`config.mk`:
```
export PLATFORM = sky130hd
export DESIGN_NAME = ntmb_cell
export DESIGN_NICKNAME = d
export VERILOG_FILES = /design/src/hdl/ntmb_pkg.sv /design/src/hdl/ntmb_cell.sv
export SDC_FILE = /design/constraint.sdc
export NUM_CORES = 1
export LEC_CHECK = 0
export BUFFER_PORTS_ARGS = -buffer_cell sky130_fd_sc_hd__buf_2
export CORE_AREA = 2 2 257 259
export DETAILED_ROUTE_END_ITERATION = 6
export DIE_AREA = 0 0 259 261
export PLACE_DENSITY = 0.64
export SYNTH_ARGS = -nofsm -noshare
export SYNTH_HDL_FRONTEND = slang
export SYNTH_SLANG_ARGS = --single-unit
```
`constraint.sdc`:
```
create_clock -name clk_i -period 6 [get_ports clk_i]
set_clock_uncertainty 0.1 [all_clocks]
set_input_delay 1.2 -clock clk_i [delete_from_list [all_inputs] [get_ports clk_i]]
set_output_delay 1.2 -clock clk_i [all_outputs]
set_load 0.05 [all_outputs]
```
`src/hdl/ntmb_pkg.sv`:
```
// Shared types and constants for the nearest timestamp match buffer.
// Used by the buffer cells, the top level and the checker; no dependencies.
`default_nettype none

package ntmb_pkg;

  localparam int unsigned TIME_W = 63;
  localparam int unsigned PAY_W  = 16;
  localparam int unsigned CFG_W  = 32;
  localparam int unsigned STAT_W = 3;

  localparam logic [CFG_W-1:0] TOLERANCE_RESET = 32'd100000000;
  localparam logic [CFG_W-1:0] TIMEOUT_RESET   = 32'd500000000;

  localparam logic CFG_TOLERANCE = 1'b0;
  localparam logic CFG_TIMEOUT   = 1'b1;

  localparam logic OP_STORE = 1'b0;
  localparam logic OP_QUERY = 1'b1;

  localparam logic [STAT_W-1:0] ST_STORED  = 3'd0;
  localparam logic [STAT_W-1:0] ST_EVICTED = 3'd1;
  localparam logic [STAT_W-1:0] ST_MATCHED = 3'd2;
  localparam logic [STAT_W-1:0] ST_EMPTY   = 3'd3;
  localparam logic [STAT_W-1:0] ST_STALE   = 3'd4;
  localparam logic [STAT_W-1:0] ST_OUTSIDE = 3'd5;

  // Scan record handed from cell to cell.
  typedef struct packed {
    logic              eq_hit;
    logic              free_hit;
    logic              pick_hit;
    logic              new_hit;
    logic [TIME_W-1:0] pick_stamp;
    logic [TIME_W-1:0] pick_dist;
    logic [PAY_W-1:0]  pick_payload;
    logic [TIME_W-1:0] new_stamp;
  } rec_t;

  // Update command broadcast to all cells.
  typedef struct packed {
    logic              wr;
    logic              kill;
    logic              prune;
    logic [TIME_W-1:0] stamp;
    logic [PAY_W-1:0]  payload;
    logic [TIME_W-1:0] cutoff;
  } cmd_t;

endpackage

`default_nettype wire

```
`src/hdl/ntmb_cell.sv`:
```
// One buffer entry: holds a stamp, a payload handle and a valid bit.
// Folds its entry into the scan record from its left neighbor. Uses ntmb_pkg.
`default_nettype none

module ntmb_cell import ntmb_pkg::*; #(
  parameter int unsigned DEPTH = 16,
  parameter int unsigned IDX   = 0
) (
  input  wire logic                     clk_i,
  input  wire logic                     rst_ni,
  input  wire logic                     op_i,
  input  wire logic [TIME_W-1:0]        ref_i,
  input  wire cmd_t                     cmd_i,
  input  wire logic [$clog2(DEPTH)-1:0] cmd_idx_i,
  input  wire rec_t                     rec_i,
  input  wire logic [$clog2(DEPTH)-1:0] eq_idx_i,
  input  wire logic [$clog2(DEPTH)-1:0] free_idx_i,
  input  wire logic [$clog2(DEPTH)-1:0] pick_idx_i,
  output rec_t                          rec_o,
  output logic [$clog2(DEPTH)-1:0]      eq_idx_o,
  output logic [$clog2(DEPTH)-1:0]      free_idx_o,
  output logic [$clog2(DEPTH)-1:0]      pick_idx_o
);

  localparam int unsigned IW = $clog2(DEPTH);
  localparam logic [IW-1:0] MY_IDX = IW'(IDX);

  logic              valid_q;
  logic [TIME_W-1:0] stamp_q;
  logic [PAY_W-1:0]  payload_q;
  logic [TIME_W-1:0] dist_q;
  logic [TIME_W-1:0] dist_d;
  logic              sel;

  rec_t          rec_d, rec_q;
  logic [IW-1:0] eq_idx_d, eq_idx_q;
  logic [IW-1:0] free_idx_d, free_idx_q;
  logic [IW-1:0] pick_idx_d, pick_idx_q;

  assign sel    = (cmd_idx_i == MY_IDX);
  assign dist_d = (ref_i >= stamp_q) ? (ref_i - stamp_q) : (stamp_q - ref_i);

  always_comb begin
    rec_d      = rec_i;
    eq_idx_d   = eq_idx_i;
    free_idx_d = free_idx_i;
    pick_idx_d = pick_idx_i;
    if (valid_q) begin
      if (op_i == OP_STORE) begin
        if (!rec_i.eq_hit && stamp_q == ref_i) begin
          rec_d.eq_hit = 1'b1;
          eq_idx_d     = MY_IDX;
        end
        if (!rec_i.pick_hit || stamp_q < rec_i.pick_stamp) begin
          rec_d.pick_hit   = 1'b1;
          rec_d.pick_stamp = stamp_q;
          pick_idx_d       = MY_IDX;
        end
      end else begin
        if (!rec_i.new_hit || stamp_q > rec_i.new_stamp) begin
          rec_d.new_hit   = 1'b1;
          rec_d.new_stamp = stamp_q;
        end
        if (!rec_i.pick_hit || dist_q < rec_i.pick_dist ||
            (dist_q == rec_i.pick_dist && stamp_q < rec_i.pick_stamp)) begin
          rec_d.pick_hit     = 1'b1;
          rec_d.pick_stamp   = stamp_q;
          rec_d.pick_dist    = dist_q;
          rec_d.pick_payload = payload_q;
          pick_idx_d         = MY_IDX;
        end
      end
    end else if (!rec_i.free_hit) begin
      rec_d.free_hit = 1'b1;
      free_idx_d     = MY_IDX;
    end
  end

  always_ff @(posedge clk_i or negedge rst_ni) begin
    if (!rst_ni) begin
      valid_q <= 1'b0;
    end else begin
      if (cmd_i.wr && sel) begin
        valid_q <= 1'b1;
      end else if (cmd_i.kill && sel) begin
        valid_q <= 1'b0;
      end else if (cmd_i.prune && valid_q && stamp_q <= cmd_i.cutoff) begin
        valid_q <= 1'b0;
      end
    end
  end

  always_ff @(posedge clk_i) begin
    if (cmd_i.wr && sel) begin
      stamp_q   <= cmd_i.stamp;
      payload_q <= cmd_i.payload;
    end
    dist_q     <= dist_d;
    rec_q      <= rec_d;
    eq_idx_q   <= eq_idx_d;
    free_idx_q <= free_idx_d;
    pick_idx_q <= pick_idx_d;
  end

  assign rec_o      = rec_q;
  assign eq_idx_o   = eq_idx_q;
  assign free_idx_o = free_idx_q;
  assign pick_idx_o = pick_idx_q;

endmodule

`default_nettype wire

```
==> impl_metrics.yaml <==
global_route:
  grt_max_degree: 64
  grt_use_met3_pct: 5.00
  grt_pass1_wl_mm: 136
  grt.overflow.total: 0
  grt.met2_usage_pct: 42.8
  grt_pass1_vias: 22000
  grt_busiest_layer: "met2"
  met1_usage_pct: 35.6
  antenna_found_initial: 24
  grt_util_all_layers_pct: 26.8
logic_synthesis:
  async_flop_share_pct: 0.275
  seq_area_frac_synth_pct: 32.4
  ys_ff_latch: 364
  syn_area_per_cell_um2: 9.30
  syn_inst: 2684
  synth_edf_count: 79
  syn-cell-area_um2: 25000
  synthDominantCellAreaShare_pct: 22.8
  yosys_warnings: 0
  synth.distinct_cells: 85
  synth_top_area_cell: "dfxtp_1"
  synth_area_leaders: "dfxtp_1 23%, ha_1 19%, edfxtp_1 9.5%, inv_1 6.0%, mux2i_1 5.7%"
  synth_ff_type: "dfxtp_1"
  synthesis.nets: 3498
clock_network:
  clock_path_buffers: 3
  post_cts_buffers: 0
  cts_sinks: 364
  htreeDepth: 2
  cts.repair.resized: 0
  cts_inserted_buffers: 44
  ctsHoldBuffers: 0
  clockRootBuffer: "clkbuf_16"
  cts_tree: "built"
  path_clk_slew_ns: 0.06
  clk_latency_ns: 0.60
floorplanning:
  core_area_um2: 65000
  dieArea_um2: 67600
  ios: 657
  die_x_um: 259
  initial_core_util_pct: 38.4
  die_y_um: 261
  rows: 94
setup_path:
  cp-start-kind: "primary input"
  r2r-end: "dist_q[48]"
  reg2reg_depth: 11
  required_ns: 6.34
  cpPeakStageDelay_ns: 0.67
  r2r_start: "stamp_q[40]"
  crit_path_end_kind: "register"
  crit_type: "primary input to register"
  crit_chain: "buf_2 > inv_1 > ha_1 > nand4_1 > nor4_1 > nand4b_1 > nand3_1 > nor2_2 > and3_4 > mux2i_1 > or3_1 > o32ai_1 > xor2_1"
  r2r_slack_ns: 1.26
  cp_data_arrival_time_ns: 5.25
  crit_fanout: 35
  slowest_stage: "nor4_1"
drt:
  drc: 0
  num_vias: 22300
  drtPass1Iterations: 5
  wirelength_mm: 94.2
  viasPerCell: 5.28
  wl_per_cell_um: 22.2
  drt_iter0_drc: 1502
  final_antenna_net_count: 0
timing:
  relSlewSlack_pct: 37.2
  period_minus_slack_ns: 4.91
  final.period_utilization_pct: 81.9
  tightestPinTransition_ns: 0.927
  whs_ns: 0.273
  rsz0062_at_grt: "no"
  setup_viol: 0
  fin_tns_setup_ns: 0
  maxSlewViolCount: 0
  max_freq_ghz: 0.204
  hold_viol: 0
power_and_ir_drop:
  p_leak_uw: 0.0156
  p_per_area_nw_per_um2: 252
  vdd_ir_drop_max_mv: 0.219
place:
  place_hpwl_mm: 78.7
  gp_congestion: 0.986
  port_buffers: 656
cells_and_area:
  num-fill-cells: 6375
  mostFrequentLayoutCells: "656 x buf_2, 401 x inv_1, 376 x ha_1, 284 x dfxtp_1, 237 x a21oi_1"
  drive_gt1_share_pct: 26.1
  layout_commonest_cell: "buf_2"
  area_delta_synth_final_pct: 22.7
  layout.nets: 4131
flow_run:
  cap_viol_max_count: 0
status:
  status: "completed"
min_path:
  hold_path_class: "primary input to asynchronous set/reset pin"
-- logic make-up after synthesis --
group,Yosys count,share of synthesized area [%]
AO/OA/AOI/OAI,716,18.2
buffers and inverters,490,8.25
XOR/XNOR,60,2.10
AND/OR/NAND/NOR,445,9.57
flip-flops,364,32.4
adder cells (fa/ha/maj),378,19.0
multiplexers,231,10.5
-- where the power goes --
part | leakage (uW) | switching [uW] | internal, uW
clock network | 0.000783 | 1190 | 1760
logic | 0.0117 | 1240 | 681
registers | 0.00312 | 140 | 2700
total | 0.0156 | 2570 | 5140
-- worst max path at each step --
stage / startpoint / endpoint / slack, ns / cells past startpoint
final: ref_i[40] / dist_q[48] / 1.09 / 13
after global routing: ref_i[40] / dist_q[48] / 0.90 / 13
after global placement: ref_i[40] / dist_q[48] / 0.50 / 13
after detailed placement: ref_i[40] / dist_q[48] / 0.51 / 13
after floorplan: cmd_idx_i[1] / valid_q / 1.92 / 5
after CTS: ref_i[41] / dist_q[48] / 1.10 / 13
-- through the flow --
stage	instance area [um^2]	utilization (%)	power [uW]	instances	setup WS (ns)
detailed placement	29000	44.6	4800	4135	0.513
global route	30600	47.1	8020	4233	0.900
CTS	30600	47.0	7750	4217	1.10
global placement	29000	44.6	4790	4135	0.496
floorplan	25000	-	4120	2684	1.92
finish	30600	47.1	7710	4233	1.09
-- cells in the mapped netlist, drive strengths merged (3+ instances only) --
| master | number |
|---|---|
| inv | 401 |
| ha | 376 |
| dfxtp | 284 |
| a21oi | 240 |
| a21o | 149 |
| mux2i | 144 |
| o21ai | 135 |
| nor2 | 95 |
| nand4 | 94 |
| mux2 | 87 |
| nand2 | 86 |
| buf | 80 |
| edfxtp | 79 |
| xnor2 | 40 |
| nor2b | 37 |
| o21bai | 33 |
| o21a | 27 |
| nor3 | 25 |
| nand3 | 20 |
| xor2 | 20 |
| nor4 | 18 |
| o211ai | 17 |
| a211oi | 16 |
| a21boi | 14 |
| a31oi | 13 |
| nand2b | 13 |
| a221oi | 12 |
| and3 | 11 |
| or3 | 11 |
| o31ai | 10 |
| clkbuf | 9 |
| and2 | 8 |
| or2 | 8 |
| a2111oi | 7 |
| and4 | 7 |
| a221o | 5 |
| o221ai | 5 |
| o22ai | 5 |
| o31a | 5 |
| or4 | 5 |
| o2111ai | 4 |
| o32ai | 3 |
-- flip-flops by register name (all words and copies together) (netlist names) --
name        flops
stamp_q        63
rec_o         209
eq_idx_o        4
pick_idx_o      4
payload_q      16
dist_q         63
free_idx_o      4
valid_q         1
-- worst max-delay path, delay by kind of cell --
| family | cells | cell delay, ns |
|---|---|---|
| XOR/XNOR | 1 | 0.37 |
| buffers and inverters | 2 | 0.13 |
| adder cells (fa/ha/maj) | 1 | 0.53 |
| multiplexers | 1 | 0.21 |
| AND/OR/NAND/NOR | 7 | 2.36 |
| AO/OA/AOI/OAI | 1 | 0.42 |
-- per-layer routing --
layer | vias up | share of wire [%]
li1 | 10800 | -
met1 | 10400 | 44
met2 | 917 | 45
met3 | 176 | 7.1
met4 | 8 | 3.7
met5 | - | 0.058
-- layout make-up --
type	instances	area [um^2]	area share, %
antenna	16	40.0	0.131
sequential	364	8080	26.4
inverter	401	1510	4.91
clock inverter	30	372	1.21
clock buffer	52	1200	3.93
multi-input combinational	1830	14900	48.5
timing repair buffer	676	3500	11.4
tap	864	1080	3.53
No activity file was read; power rests on OpenSTA's default activity.
